<file path="src/rtl/dual_tone_noise_sound_generator_top_assert.svh">
// Assertion macros for the sound generator top level.
`ifndef DUAL_TONE_NOISE_SOUND_GENERATOR_TOP_ASSERT_SVH
`define DUAL_TONE_NOISE_SOUND_GENERATOR_TOP_ASSERT_SVH
`ifndef SYNTHESIS
`define DTN_ASSERT(lbl, clk, rst, prop) \
   lbl: assert property (@(posedge clk) disable iff (rst) prop) else $error("check failed");
`define DTN_ASSERT_NEXT(lbl, clk, rst, ante, cons) \
   lbl: assert property (@(posedge clk) disable iff (rst) (ante) |=> (cons)) \
      else $error("check failed");
`else
`define DTN_ASSERT(lbl, clk, rst, prop)
`define DTN_ASSERT_NEXT(lbl, clk, rst, ante, cons)
`endif
`endif

</file>
<file path="src/rtl/dtn_pkg.sv">
// Shared types, constants and helper functions of the sound generator.
package dtn_pkg;

   localparam int NUM_W  = 21;
   localparam int DEN_W  = 9;
   localparam int STEP_W = 13;
   localparam int VOICES = 12;
   localparam int VIDX_W = 4;
   localparam int RF_DEPTH = 64;
   localparam int RF_AW  = 6;

   localparam logic [1:0] OP_WRITE = 2'd0;
   localparam logic [1:0] OP_READ  = 2'd1;
   localparam logic [1:0] OP_TICK  = 2'd2;

   localparam logic [4:0] REG_VOL_LAST    = 5'h05;
   localparam logic [4:0] REG_PITCH_FIRST = 5'h08;
   localparam logic [4:0] REG_PITCH_LAST  = 5'h0D;
   localparam logic [4:0] REG_OCT_FIRST   = 5'h10;
   localparam logic [4:0] REG_OCT_LAST    = 5'h12;
   localparam logic [4:0] REG_TONE_EN     = 5'h14;
   localparam logic [4:0] REG_NOISE_EN    = 5'h15;
   localparam logic [4:0] REG_NOISE_MODE  = 5'h16;
   localparam logic [4:0] REG_CHIP_EN     = 5'h1C;

   localparam logic [15:0] WRAP       = 16'd24000;
   localparam logic [15:0] RATE_FAST  = 16'd31250;
   localparam logic [15:0] RATE_MID   = 16'd15625;
   localparam logic [15:0] RATE_SLOW  = 16'd7812;
   localparam logic [NUM_W-1:0] STEP_BASE = NUM_W'(15625);
   localparam logic [10:0] LEVEL_UNIT = 11'd90;

   typedef struct packed {
      logic [1:0] operation;
      logic [1:0] port;
      logic [7:0] write_data;
   } req_type;

   typedef struct packed {
      logic [7:0]  read_data;
      logic [13:0] left_sample;
      logic [13:0] right_sample;
   } rsp_type;

   typedef struct packed {
      logic [10:0]       pitch;
      logic [STEP_W-1:0] step;
      logic [14:0]       phase;
      logic              level;
      logic [3:0]        lvol;
      logic [3:0]        rvol;
   } voice_type;

   localparam int VOICE_W = $bits(voice_type);

   function automatic logic [10:0] level_of(input logic [3:0] vol);
      return 11'(vol) * LEVEL_UNIT;
   endfunction

   function automatic logic [15:0] noise_next(input logic [15:0] s);
      logic [15:0] n;
      n = {s[14:0], 1'b0};
      if (n[14] == n[6]) n[0] = 1'b1;
      return n;
   endfunction

endpackage

</file>
<file path="src/rtl/dual_tone_noise_sound_generator_top.sv">
// Top level: bus decode, voice memory sequencer, noise generators and output register.
//
//   channel | direction | carries
//   req     | in        | operation, port, write_data
//   rsp     | out       | read_data, left_sample, right_sample
//
// One item at a time. A pitch write makes one pass through the serial divider and an
// octave write two passes. A tick walks the twelve voice entries through the voice
// memory one after another.
// Reset clears valid bits of both memories at once; no clearing pass.
// A new item is taken while the previous result waits in the output register.
module dual_tone_noise_sound_generator_top (
   input  logic              clock,
   input  logic              reset,
   input  logic              req_valid,
   output logic              req_ready,
   input  dtn_pkg::req_type  req_data,
   output logic              rsp_valid,
   input  logic              rsp_ready,
   output dtn_pkg::rsp_type  rsp_data
);
   import dtn_pkg::*;

   typedef enum logic [3:0] {
      ST_IDLE, ST_EXEC, ST_RFRD, ST_VRD, ST_VMOD, ST_VDIV, ST_TRD, ST_TUP, ST_NOISE, ST_FIN
   } state_type;

   state_type state_ff, state_in;
   logic [1:0]  op_ff, op_in, port_ff, port_in;
   logic [7:0]  data_ff, data_in;
   logic [4:0]  latch_ff [2], latch_in [2];
   logic [5:0]  tone_en_ff [2], tone_en_in [2];
   logic [5:0]  noise_en_ff [2], noise_en_in [2];
   logic        chip_en_ff [2], chip_en_in [2];
   logic [1:0]  nmode_ff [4], nmode_in [4];
   logic [15:0] nshift_ff [4], nshift_in [4];
   logic [15:0] ncount_ff [4], ncount_in [4];
   logic [STEP_W-1:0] stepcap_ff [4], stepcap_in [4];
   logic [RF_DEPTH-1:0] rf_vld_ff, rf_vld_in;
   logic [VOICES-1:0]   vc_vld_ff, vc_vld_in;
   logic [VIDX_W-1:0]   vidx_ff, vidx_in;
   logic        pair_ff, pair_in;
   voice_type   vent_ff, vent_in;
   rsp_type     res_ff, res_in;
   logic        rsp_valid_ff, rsp_valid_in;
   rsp_type     rsp_data_ff, rsp_data_in;

   logic              chip_w;
   logic [4:0]        addr_w;
   logic [VIDX_W-1:0] base_w;
   logic [RF_AW-1:0]  rf_addr;
   logic              rf_we;
   logic [7:0]        rf_rdata;
   logic              vc_we;
   voice_type         vc_wdata, vc_rdata, vcur, vnew;
   logic              is_vol, is_pitch, is_oct;
   logic              div_start, div_busy, div_done;
   logic [NUM_W-1:0]  div_num;
   logic [DEN_W-1:0]  div_den;
   logic [STEP_W-1:0] div_q;
   logic              tc;
   logic [2:0]        td;
   logic [1:0]        tgen;
   logic [15:0]       phase_sum;
   logic [16:0]       ncnt;
   logic [15:0]       nrate, nsh;

   assign chip_w   = port_ff[1];
   assign addr_w   = latch_ff[chip_w];
   assign base_w   = chip_w ? VIDX_W'(6) : VIDX_W'(0);
   assign rf_addr  = {chip_w, addr_w};
   assign is_vol   = addr_w <= REG_VOL_LAST;
   assign is_pitch = addr_w >= REG_PITCH_FIRST && addr_w <= REG_PITCH_LAST;
   assign is_oct   = addr_w >= REG_OCT_FIRST && addr_w <= REG_OCT_LAST;
   assign vcur     = vc_vld_ff[vidx_ff] ? vc_rdata : '0;
   assign tc       = vidx_ff >= VIDX_W'(6);
   assign td       = tc ? 3'(vidx_ff - VIDX_W'(6)) : vidx_ff[2:0];
   assign tgen     = {tc, td >= 3'd3};

   dtn_ram #(.WIDTH(8), .DEPTH(RF_DEPTH)) u_rf (
      .clock(clock), .we(rf_we), .waddr(rf_addr), .wdata(data_ff),
      .raddr(rf_addr), .rdata(rf_rdata)
   );

   dtn_ram #(.WIDTH(VOICE_W), .DEPTH(VOICES)) u_voice (
      .clock(clock), .we(vc_we), .waddr(vidx_ff), .wdata(vc_wdata),
      .raddr(vidx_ff), .rdata(vc_rdata)
   );

   dtn_div u_div (
      .clock(clock), .reset(reset), .start(div_start), .num(div_num), .den(div_den),
      .busy(div_busy), .done(div_done), .quo(div_q)
   );

   always_comb begin
      state_in    = state_ff;
      op_in       = op_ff;
      port_in     = port_ff;
      data_in     = data_ff;
      latch_in    = latch_ff;
      tone_en_in  = tone_en_ff;
      noise_en_in = noise_en_ff;
      chip_en_in  = chip_en_ff;
      nmode_in    = nmode_ff;
      nshift_in   = nshift_ff;
      ncount_in   = ncount_ff;
      stepcap_in  = stepcap_ff;
      rf_vld_in   = rf_vld_ff;
      vc_vld_in   = vc_vld_ff;
      vidx_in     = vidx_ff;
      pair_in     = pair_ff;
      vent_in     = vent_ff;
      res_in      = res_ff;
      rsp_valid_in = rsp_valid_ff;
      rsp_data_in = rsp_data_ff;
      rf_we       = 1'b0;
      vc_we       = 1'b0;
      vc_wdata    = vent_ff;
      div_start   = 1'b0;
      vnew        = vcur;
      div_num     = STEP_BASE << vcur.pitch[10:8];
      div_den     = {1'b1, ~vcur.pitch[7:0]};
      phase_sum   = 16'(vcur.phase) + 16'(vcur.step);
      ncnt        = '0;
      nrate       = '0;
      nsh         = '0;

      // drop the result once the consumer takes it
      if (rsp_valid_ff && rsp_ready) rsp_valid_in = 1'b0;

      unique case (state_ff)
         ST_IDLE: begin
            if (req_valid) begin
               op_in    = req_data.operation;
               port_in  = req_data.port;
               data_in  = req_data.write_data;
               state_in = ST_EXEC;
            end
         end
         ST_EXEC: begin
            res_in   = '0;
            state_in = ST_FIN;
            case (op_ff)
               OP_WRITE: begin
                  if (port_ff[0]) begin
                     latch_in[chip_w] = data_ff[4:0];
                  end else begin
                     rf_we = 1'b1;
                     rf_vld_in[rf_addr] = 1'b1;
                     if (is_vol || is_pitch) begin
                        vidx_in  = base_w + VIDX_W'(addr_w[2:0]);
                        state_in = ST_VRD;
                     end else if (is_oct) begin
                        vidx_in  = base_w + VIDX_W'({addr_w[1:0], 1'b0});
                        pair_in  = 1'b0;
                        state_in = ST_VRD;
                     end else if (addr_w == REG_TONE_EN) begin
                        tone_en_in[chip_w] = data_ff[5:0];
                     end else if (addr_w == REG_NOISE_EN) begin
                        noise_en_in[chip_w] = data_ff[5:0];
                     end else if (addr_w == REG_CHIP_EN) begin
                        chip_en_in[chip_w] = data_ff[0];
                     end else if (addr_w == REG_NOISE_MODE) begin
                        nmode_in[{chip_w, 1'b0}] = data_ff[1:0];
                        nmode_in[{chip_w, 1'b1}] = data_ff[5:4];
                     end
                  end
               end
               OP_READ: begin
                  if (port_ff[0]) res_in.read_data = {3'b000, addr_w};
                  else state_in = ST_RFRD;
               end
               OP_TICK: begin
                  vidx_in  = '0;
                  state_in = ST_TRD;
               end
               default: state_in = ST_FIN;
            endcase
         end
         ST_RFRD: begin
            res_in.read_data = rf_vld_ff[rf_addr] ? rf_rdata : 8'h00;
            state_in = ST_FIN;
         end
         ST_VRD: state_in = ST_VMOD;
         ST_VMOD: begin
            if (is_vol) begin
               vnew.lvol = data_ff[3:0];
               vnew.rvol = data_ff[7:4];
               vc_wdata  = vnew;
               vc_we     = 1'b1;
               vc_vld_in[vidx_ff] = 1'b1;
               state_in  = ST_FIN;
            end else begin
               if (is_pitch) vnew.pitch[7:0] = data_ff;
               else vnew.pitch[10:8] = pair_ff ? data_ff[6:4] : data_ff[2:0];
               vent_in   = vnew;
               div_num   = STEP_BASE << vnew.pitch[10:8];
               div_den   = {1'b1, ~vnew.pitch[7:0]};
               div_start = 1'b1;
               state_in  = ST_VDIV;
            end
         end
         ST_VDIV: begin
            if (div_done) begin
               vc_wdata      = vent_ff;
               vc_wdata.step = div_q;
               vc_we         = 1'b1;
               vc_vld_in[vidx_ff] = 1'b1;
               if (is_oct && !pair_ff) begin
                  pair_in  = 1'b1;
                  vidx_in  = vidx_ff + VIDX_W'(1);
                  state_in = ST_VRD;
               end else begin
                  state_in = ST_FIN;
               end
            end
         end
         ST_TRD: state_in = ST_TUP;
         ST_TUP: begin
            // the first voice of each noise group lends its step to mode three
            if (td == 3'd0 || td == 3'd3) stepcap_in[tgen] = vcur.step;
            if (chip_en_ff[tc] && tone_en_ff[tc][td]) begin
               if (vcur.level) begin
                  res_in.left_sample  = res_ff.left_sample + 14'(level_of(vcur.lvol));
                  res_in.right_sample = res_ff.right_sample + 14'(level_of(vcur.rvol));
               end
               if (phase_sum >= WRAP) begin
                  vnew.phase = 15'(phase_sum - WRAP);
                  vnew.level = ~vcur.level;
               end else begin
                  vnew.phase = phase_sum[14:0];
               end
               vc_wdata = vnew;
               vc_we    = 1'b1;
               vc_vld_in[vidx_ff] = 1'b1;
            end else if (chip_en_ff[tc] && noise_en_ff[tc][td] && nshift_ff[tgen][0]) begin
               res_in.left_sample  = res_ff.left_sample + 14'(level_of(vcur.lvol));
               res_in.right_sample = res_ff.right_sample + 14'(level_of(vcur.rvol));
            end
            if (vidx_ff == VIDX_W'(VOICES - 1)) begin
               state_in = ST_NOISE;
            end else begin
               vidx_in  = vidx_ff + VIDX_W'(1);
               state_in = ST_TRD;
            end
         end
         ST_NOISE: begin
            for (int g = 0; g < 4; g++) begin
               case (nmode_ff[g])
                  2'd0:    nrate = RATE_FAST;
                  2'd1:    nrate = RATE_MID;
                  2'd2:    nrate = RATE_SLOW;
                  default: nrate = 16'(stepcap_ff[g]);
               endcase
               ncnt = 17'(ncount_ff[g]) + 17'(nrate);
               nsh  = nshift_ff[g];
               // the counter can pass the wrap point twice in one tick
               if (ncnt >= 17'(WRAP)) begin
                  ncnt = ncnt - 17'(WRAP);
                  nsh  = noise_next(nsh);
               end
               if (ncnt >= 17'(WRAP)) begin
                  ncnt = ncnt - 17'(WRAP);
                  nsh  = noise_next(nsh);
               end
               if (chip_en_ff[g / 2]) begin
                  ncount_in[g] = ncnt[15:0];
                  nshift_in[g] = nsh;
               end
            end
            state_in = ST_FIN;
         end
         ST_FIN: begin
            if (!rsp_valid_ff || rsp_ready) begin
               rsp_data_in  = res_ff;
               rsp_valid_in = 1'b1;
               state_in     = ST_IDLE;
            end
         end
         default: state_in = ST_IDLE;
      endcase
   end

   always_ff @(posedge clock) begin
      if (reset) begin
         state_ff     <= ST_IDLE;
         rsp_valid_ff <= 1'b0;
         latch_ff     <= '{default: '0};
         tone_en_ff   <= '{default: '0};
         noise_en_ff  <= '{default: '0};
         chip_en_ff   <= '{default: '0};
         nmode_ff     <= '{default: '0};
         nshift_ff    <= '{default: '0};
         ncount_ff    <= '{default: '0};
         rf_vld_ff    <= '0;
         vc_vld_ff    <= '0;
         vidx_ff      <= '0;
         pair_ff      <= 1'b0;
      end else begin
         state_ff     <= state_in;
         rsp_valid_ff <= rsp_valid_in;
         latch_ff     <= latch_in;
         tone_en_ff   <= tone_en_in;
         noise_en_ff  <= noise_en_in;
         chip_en_ff   <= chip_en_in;
         nmode_ff     <= nmode_in;
         nshift_ff    <= nshift_in;
         ncount_ff    <= ncount_in;
         rf_vld_ff    <= rf_vld_in;
         vc_vld_ff    <= vc_vld_in;
         vidx_ff      <= vidx_in;
         pair_ff      <= pair_in;
      end
      op_ff       <= op_in;
      port_ff     <= port_in;
      data_ff     <= data_in;
      stepcap_ff  <= stepcap_in;
      vent_ff     <= vent_in;
      res_ff      <= res_in;
      rsp_data_ff <= rsp_data_in;
   end

   assign req_ready = state_ff == ST_IDLE;
   assign rsp_valid = rsp_valid_ff;
   assign rsp_data  = rsp_data_ff;

`include "dual_tone_noise_sound_generator_top_assert.svh"

   `DTN_ASSERT(a_div_idle_when_ready, clock, reset, (state_ff == ST_IDLE) |-> !div_busy)
   `DTN_ASSERT(a_div_done_in_wait, clock, reset, div_done |-> (state_ff == ST_VDIV))
   `DTN_ASSERT(a_voice_write_states, clock, reset, vc_we |-> (state_ff == ST_VMOD || state_ff == ST_VDIV || state_ff == ST_TUP))
   `DTN_ASSERT_NEXT(a_tick_starts_at_zero, clock, reset, state_ff == ST_EXEC && op_ff == OP_TICK, vidx_ff == '0 && state_ff == ST_TRD)

endmodule

</file>
<file path="src/rtl/dtn_ram.sv">
// Simple dual-port RAM with registered read data.
module dtn_ram #(
   parameter int WIDTH = 8,
   parameter int DEPTH = 64
) (
   input  logic                     clock,
   input  logic                     we,
   input  logic [$clog2(DEPTH)-1:0] waddr,
   input  logic [WIDTH-1:0]         wdata,
   input  logic [$clog2(DEPTH)-1:0] raddr,
   output logic [WIDTH-1:0]         rdata
);
   logic [WIDTH-1:0] mem [DEPTH];
   logic [WIDTH-1:0] rdata_ff;

   always_ff @(posedge clock) begin
      if (we) mem[waddr] <= wdata;
      rdata_ff <= mem[raddr];
   end

   assign rdata = rdata_ff;
endmodule

</file>
<file path="src/rtl/dtn_div.sv">
// Bit-serial restoring divider for the tone step.
module dtn_div (
   input  logic                         clock,
   input  logic                         reset,
   input  logic                         start,
   input  logic [dtn_pkg::NUM_W-1:0]    num,
   input  logic [dtn_pkg::DEN_W-1:0]    den,
   output logic                         busy,
   output logic                         done,
   output logic [dtn_pkg::STEP_W-1:0]   quo
);
   import dtn_pkg::*;

   logic             busy_ff, busy_in, done_ff, done_in;
   logic [4:0]       cnt_ff, cnt_in;
   logic [DEN_W-1:0] rem_ff, rem_in, den_ff, den_in;
   logic [NUM_W-1:0] num_ff, num_in;
   logic [DEN_W:0]   trial;

   always_comb begin
      busy_in = busy_ff;
      done_in = 1'b0;
      cnt_in  = cnt_ff;
      rem_in  = rem_ff;
      den_in  = den_ff;
      num_in  = num_ff;
      trial   = {rem_ff, num_ff[NUM_W-1]};
      if (start) begin
         busy_in = 1'b1;
         cnt_in  = 5'(NUM_W - 1);
         rem_in  = '0;
         den_in  = den;
         num_in  = num;
      end else if (busy_ff) begin
         // quotient bits shift in where dividend bits leave
         if (trial >= {1'b0, den_ff}) begin
            rem_in = DEN_W'(trial - {1'b0, den_ff});
            num_in = {num_ff[NUM_W-2:0], 1'b1};
         end else begin
            rem_in = trial[DEN_W-1:0];
            num_in = {num_ff[NUM_W-2:0], 1'b0};
         end
         if (cnt_ff == '0) begin
            busy_in = 1'b0;
            done_in = 1'b1;
         end else begin
            cnt_in = cnt_ff - 5'd1;
         end
      end
   end

   always_ff @(posedge clock) begin
      if (reset) begin
         busy_ff <= 1'b0;
         done_ff <= 1'b0;
      end else begin
         busy_ff <= busy_in;
         done_ff <= done_in;
      end
      cnt_ff <= cnt_in;
      rem_ff <= rem_in;
      den_ff <= den_in;
      num_ff <= num_in;
   end

   assign busy = busy_ff;
   assign done = done_ff;
   assign quo  = num_ff[STEP_W-1:0];
endmodule
</file>
<file path="config.mk">
export PLATFORM = sky130hd
export DESIGN_NAME = dual_tone_noise_sound_generator_top
export DESIGN_NICKNAME = d
export VERILOG_FILES = /design/src/rtl/dtn_pkg.sv /design/src/rtl/dual_tone_noise_sound_generator_top.sv /design/src/rtl/dtn_ram.sv /design/src/rtl/dtn_div.sv
export VERILOG_INCLUDE_DIRS = /design/src /design/src/rtl
export SDC_FILE = /design/constraint.sdc
export NUM_CORES = 2
export LEC_CHECK = 0
export BUFFER_PORTS_ARGS = -buffer_cell sky130_fd_sc_hd__buf_2
export CORE_MARGIN = 5
export CORE_UTILIZATION = 30
export CTS_CLUSTER_DIAMETER = 100
export DETAILED_ROUTE_END_ITERATION = 6
export PLACE_DENSITY_LB_ADDON = 0.1
export RECOVER_POWER = 100
export SETUP_SLACK_MARGIN = 0.3
export SLEW_MARGIN = 20
export SYNTH_ARGS = -nofsm -noshare
export SYNTH_HDL_FRONTEND = slang
export SYNTH_SLANG_ARGS = --single-unit
</file>
<file path="constraint.sdc">
create_clock -name clock -period 12.2 [get_ports clock]
set_clock_uncertainty 0.05 [all_clocks]
set_input_delay 3.05 -clock clock [delete_from_list [all_inputs] [get_ports clock]]
set_output_delay 3.05 -clock clock [all_outputs]
set_load 0.01 [all_outputs]
</file>
## Word-level counts from Yosys, hierarchy flattened

Memories as Yosys holds them, arrays and structs flattened. A register that Yosys moved wholly into a read port is not among the register bits.
Cells that the tools add are included.

- Memories: 2
- Bits of input ports: 16
- Memory bits (writable): 1088
- Flip-flop bits (word level): 488

- Equal/unequal tests: 53
- Reduce and logical (&&, ||, !) cells: 56
- Order comparisons: 31
- Bitwise operators: 19
- Multiplexer cells: 169
- Shift operators: 2
- Add/subtract/negate cells: 22
- $mul: 2

Memory list:

| memory | depth | bits a word | rd ports | clocked after Yosys merged registers in | write ports | line | RTL |
|---|---|---|---|---|---|---|---|
| u_voice.mem | 12 | 48 | 1 | 1 | 1 | dtn_ram.sv:13 | `logic [WIDTH-1:0] mem [DEPTH];` |
| u_rf.mem | 64 | 8 | 1 | 1 | 1 | dtn_ram.sv:13 |  |

Operators with widths:

| cell | number |
|---|---|
| two-way mux 16 bit | 20 |
| one-hot mux 15 bit (3 select lines) | 4 |
| two-way mux 48 bit | 3 |
| one-hot mux 48 bit (3 select lines) | 1 |
| >= comparator 17 x 15 -> 1 bit, second input constant | 8 |
| two-way mux 17 bit | 8 |
| two-way mux 21 bit | 4 |
| two-way mux 28 bit | 3 |
| adder 16 x 16 -> 17 bit | 4 |
| subtractor 17 x 15 -> 17 bit, second input constant | 4 |
| two-way mux 4 bit | 16 |
| OR 64 bit | 1 |
| subtractor 16 x 15 -> 16 bit, second input constant | 4 |
| two-way mux 8 bit | 7 |
| one-hot mux 28 bit (2 select lines) | 1 |
| bitwise mux 52 bit | 1 |
| two-way mux 1 bit | 47 |
| two-way mux 6 bit | 7 |
| << shifter 14 x 3 -> 21 bit, first input constant | 2 |
| two-way mux 37 bit | 1 |
| two-way mux 12 bit | 3 |
| one-hot mux 12 bit (3 select lines) | 1 |
| one-hot mux 4 bit (9 select lines) | 1 |
| binary-select mux 16 bit (select 2 bit) | 1 |
| other kinds (89) | 202 |

## Logic depth before layout (Yosys ltp)

- Depth after elaboration: 13
- Depth in mapped cells: 29
- Gate-level depth less buffers: 27

## Hierarchy

Synthesis repeated with hierarchy kept, for this count alone.

- Cells, all modules: 5394
- Area, all modules: 72884.9 sq um

Modules (own cells, without submodules):

| module | instances | area each (sq um) | cells each |
|---|---|---|---|
| dual_tone_noise_sound_generator_top | 1 | 27721.6 | 3250 |
| dtn_ram at u_voice | 1 | 22557.9 | 986 |
| dtn_ram at u_rf | 1 | 20225.6 | 954 |
| dtn_div | 1 | 2379.8 | 204 |

## Worst setup path before layout

No wires, ideal clock.

- Path kind: reg2reg
- From: register vidx_ff[0]
- To: memory u_voice.mem[0][20] (netlist name), data pin
- Cell stages (with the launch flop): 27
- Path buffers: 5
- Data required time: 11.851 ns
- Data arrival time: 6.130 ns
- Slack: 5.720 ns
- Cells stage by stage: dfxtp_1 -> clkbuf_1 -> mux4_2 -> mux2i_1 -> o21ai_1 -> clkbuf_1 -> clkbuf_1 -> clkbuf_1 -> nand2_1 -> inv_1 -> ha_1 -> ha_1 -> a21o_1 -> maj3_1 -> o21a_1 -> maj3_1 -> maj3_1 -> xnor2_1 -> and2_1 -> ha_1 -> a21oi_1 -> or2_2 -> a21o_1 -> clkbuf_1 -> nor3_1 -> xor2_1 -> o21ai_0

RTL lines:

| item | line | RTL |
|---|---|---|
| from (decl) | dual_tone_noise_sound_generator_top.sv:41 | `logic [VIDX_W-1:0] vidx_ff, vidx_in;` |
| from (signal assigned) | dual_tone_noise_sound_generator_top.sv:311 | `vidx_ff <= vidx_in;` |
| to (decl) | dtn_ram.sv:13 |  |

## Worst setup path after layout

- From: register vidx_ff[0]
- To: memory u_voice.mem[1][32] (netlist name), data pin

- Longest elaborated chain between the ends: 10

RTL lines:

| item | line | RTL |
|---|---|---|
| >= comparator 4 x 3 -> 1 bit | dual_tone_noise_sound_generator_top.sv:76 | `assign tc = vidx_ff >= VIDX_W'(6);` |
| NOT 1 -> 2 bit (not written as such) | dual_tone_noise_sound_generator_top.sv:222 | `if (chip_en_ff[tc] && tone_en_ff[tc][td]) begin` |
| two-way mux 6 bit (not written as such) (3 in series) | dual_tone_noise_sound_generator_top.sv:222 |  |
| binary-select mux 1 bit (select 3 bit) | dual_tone_noise_sound_generator_top.sv:222 |  |
| two-way mux 1 bit (not written as such) | dual_tone_noise_sound_generator_top.sv:222 |  |
| logical AND 1 bit | dual_tone_noise_sound_generator_top.sv:222 |  |
| two-way mux 48 bit | dual_tone_noise_sound_generator_top.sv:222 |  |
| one-hot mux 48 bit (3 select lines) (*) | dual_tone_noise_sound_generator_top.sv:131 | `unique case (state_ff)` |
| via u_voice.wdata[32] | dtn_ram.sv:9 | `input logic [WIDTH-1:0] wdata,` |

Mark *: on every way through the listed nets, which the timed path passes. The rest lies on a longest branch. The select of a mux whose other input is x is not followed.

==> impl_metrics.ini <==
[run_status]
status = finished, violations left
violations = capacitance limit, slew limit

[worst_setup_path]
r2r_cells = 18
start_kind = register
cp_data_required_time_ns = 12.61
critPathMaxFanout = 48
reg2reg_from = vidx_ff[0]
cp.arrival_ns = 9.67
end_kind = register
r2r_slack_ns = 2.94
crit_type = register to register
startpoint = vidx_ff[0]
r2r-end = u_voice.mem[1][32]

[clocking]
post_cts_buffers = 0
path_clk_slew_ns = 0.07
clockBufferDepth = 3
cts_hold_buf = 0
htreeDepth = 4
clk_latency_ns = 0.85
ctsResizeCount = 0
clkSinkCount = 1619
tritoncts = yes
clockRootBuffer = clkbuf_16
cts_buffers = 188

[timing]
whs_ns = 0.3640
tns_ns = 0
rsz0062_at_grt = no
clock.fmax_ghz = 0.1080
worstMarginPinSlew_ns = 4.362
hold_viol_final = 0
min_period_over_period_pct = 75.89
setup_viol = 0
slew_violations = 1494
max_slew_margin_pct = -190.8
period_needed_ns = 9.258

[floorplanning]
pin_count = 54
die_h_um = 505.4
rows = 181
core_area_sq_um = 243700
start_util_pct = 30.22
die_w_um = 505.4
die_area_sq_um = 255500

[finish]
final_nets = 6248
layout_commonest_cell = edfxtp_1
area_delta_synth_final_pct = 13.11
layout_common_cells = edfxtp_1, nand2_1, nor2_1
final_cell_count_no_fill = 9419
drive_gt1_share_pct = 9.622

[route]
drt_iter0_markers = 3673
drc = 0
drtPass1Iterations = 6
routedWlPerCell_um = 22.65
antenna_left = 0
num_vias = 48230
viasPerCell = 5.121
totalWireLength_mm = 213.4

[grt]
antenna_found_initial = 10
first_global_vias = 47800
met1_usage_pct = 22.84
grt_overflow = 0
grt_pass1_wl_mm = 317.9
grt.total_usage_pct = 16.22
use_met3_pct = 2.425
gr-usage-met2_pct = 26.51
grt-busiest-layer = met2
grt_max_degree = 128

[worst_hold_path]
hold_class = register to register
hold_end = rsp_data[35]
min_from = res_ff[35]
whs_path_depth = 0

[synthesis]
ys_seq_elements = 1619
ys_seq_area_share_pct = 61.64
synth_top_area_share_pct = 52.89
netlist_area_sq_um = 73640
syn_avg_cell_area_sq_um = 12.09
synth_edf_count = 1297
synth_ff_type = edfxtp_1
synth_cell_type_count = 115
syn_inst = 6090
synth_largest_area_cell = edfxtp_1
synthTopCellsByArea = edfxtp_1, dfxtp_1, nand2_1
postSynth.asyncResetShare_pct = 0
yosys_warnings = 0

[power_and_ir_drop]
peakVddDrop_v = 0.0001182
power.density_nw_per_um2 = 160.0
leakage_nw = 27.96

[placed_design]
gp_congestion = 0.7764
dp_cells = 9063
port_buffers = 51
dp_hpwl_mm = 128.8

[job]
cap_violations = 33
## sequential cells by signal, summed over array words and instances, names as in the netlist, 9 cells and up
signal	count
latch_ff	10
ncount_ff	64
noise_en_ff	12
nshift_ff	56
res_ff	34
rf_vld_ff	64
rsp_data	34
stepcap_ff	52
tone_en_ff	12
u_div.num_ff	21
u_div.rem_ff	9
u_rf.mem	512
u_voice.mem	576
u_voice.rdata	48
vc_vld_ff	12
vent_ff	48
## critical path, stage by stage, from the launching register on
cell and delay [ns]:
dfxtp_1 2.19, buf_4 1.01, inv_1 0.24, ha_1 0.36, or2_2 0.32, a21oi_2 0.44, mux4_2 0.41, mux2i_1 0.14
o21ai_0 0.09, nand2_1 0.10, inv_1 0.04, buf_4 0.17, nand2_1 0.07, a211oi_1 0.09, o21ai_0 0.82, buf_4 0.69
nor2b_1 0.33, a222oi_1 0.89, inv_1 0.39
## metal layers
metal	part of all wire (%)	vias up
met2	47	919
met5	0.0042	-
li1	-	22700
met1	47	24370
met3	4.1	248
met4	1.9	2
## metrics by stage
| stage | area (sq um) | setup slack [ns] | utilization, % | power, W |
|---|---|---|---|---|
| floorplan | 73640 | 5.720 | - | 0.007205 |
| global placement | 77300 | 4.552 | 31.72 | 0.007707 |
| detailed placement | 77300 | 4.536 | 31.72 | 0.007713 |
| CTS | 83660 | 4.513 | 34.33 | 0.01352 |
| global route | 83290 | 2.021 | 34.18 | 0.01388 |
| finish | 83290 | 2.942 | 34.18 | 0.01332 |
## cell type report
type                            instances  area (sq um)
Antenna cell                            2         5.005
Clock buffer                          245          5090
Clock inverter                        108          1274
Fill cell                           24150        160400
Inverter                              122         460.4
Multi-Input combinational cell       3988         26330
Sequential cell                      1619         45400
Tap cell                             3202          4006
Timing Repair Buffer                  133         721.9
## report_power, final
| part | internal (W) | total [W] | switching, W |
|---|---|---|---|
| Combinational | 0.000375 | 0.00116 | 0.000783 |
| Sequential | 0.00625 | 0.00643 | 0.000177 |
| Clock | 0.00335 | 0.00574 | 0.00239 |
| Total | 0.00997 | 0.0133 | 0.00335 |
## worst max-delay path by stage
stage	slack [ns]	to	cells past startpoint
finish	2.94	u_voice.mem[1][32]	18
global route	2.02	u_voice.mem[9][11]	16
CTS	4.51	u_voice.mem[7][10]	16
detailed placement	4.54	u_voice.mem[6][44]	16
global placement	4.55	u_voice.mem[4][14]	16
floorplan	5.72	u_voice.mem[0][20]	26
## cells in the mapped netlist, drive strengths merged, types with 21 or more instances
| cell | instances |
|---|---|
| o211ai | 34 |
| and3 | 124 |
| mux4 | 153 |
| o21ai | 254 |
| a21o | 59 |
| buf | 91 |
| a22oi | 21 |
| nand2b | 47 |
| xnor2 | 97 |
| mux2i | 91 |
| nor2 | 470 |
| o21a | 32 |
| o22ai | 51 |
| clkbuf | 271 |
| nand3 | 216 |
| or3 | 40 |
| a31oi | 78 |
| xor2 | 40 |
| nor2b | 27 |
| a211oi | 88 |
| nand2 | 1026 |
| a21oi | 235 |
| nor3 | 81 |
| a2111oi | 21 |
| inv | 116 |
| a311oi | 100 |
| ha | 168 |
| nor4 | 23 |
| dfxtp | 322 |
| o31ai | 21 |
| and2 | 86 |
| edfxtp | 1297 |
## cells by family after synthesis
family	count (synthesis)	synth area share, %
multiplexers	254	6.069
adder cells (fa/ha/maj)	186	3.262
buffers and inverters	484	2.627
flip-flops	1619	61.64
XOR/XNOR	137	1.696
other	1	0.005092
AO/OA/AOI/OAI	1192	11.17
AND/OR/NAND/NOR	2217	13.53
No activity file was read; power rests on OpenSTA's default activity.
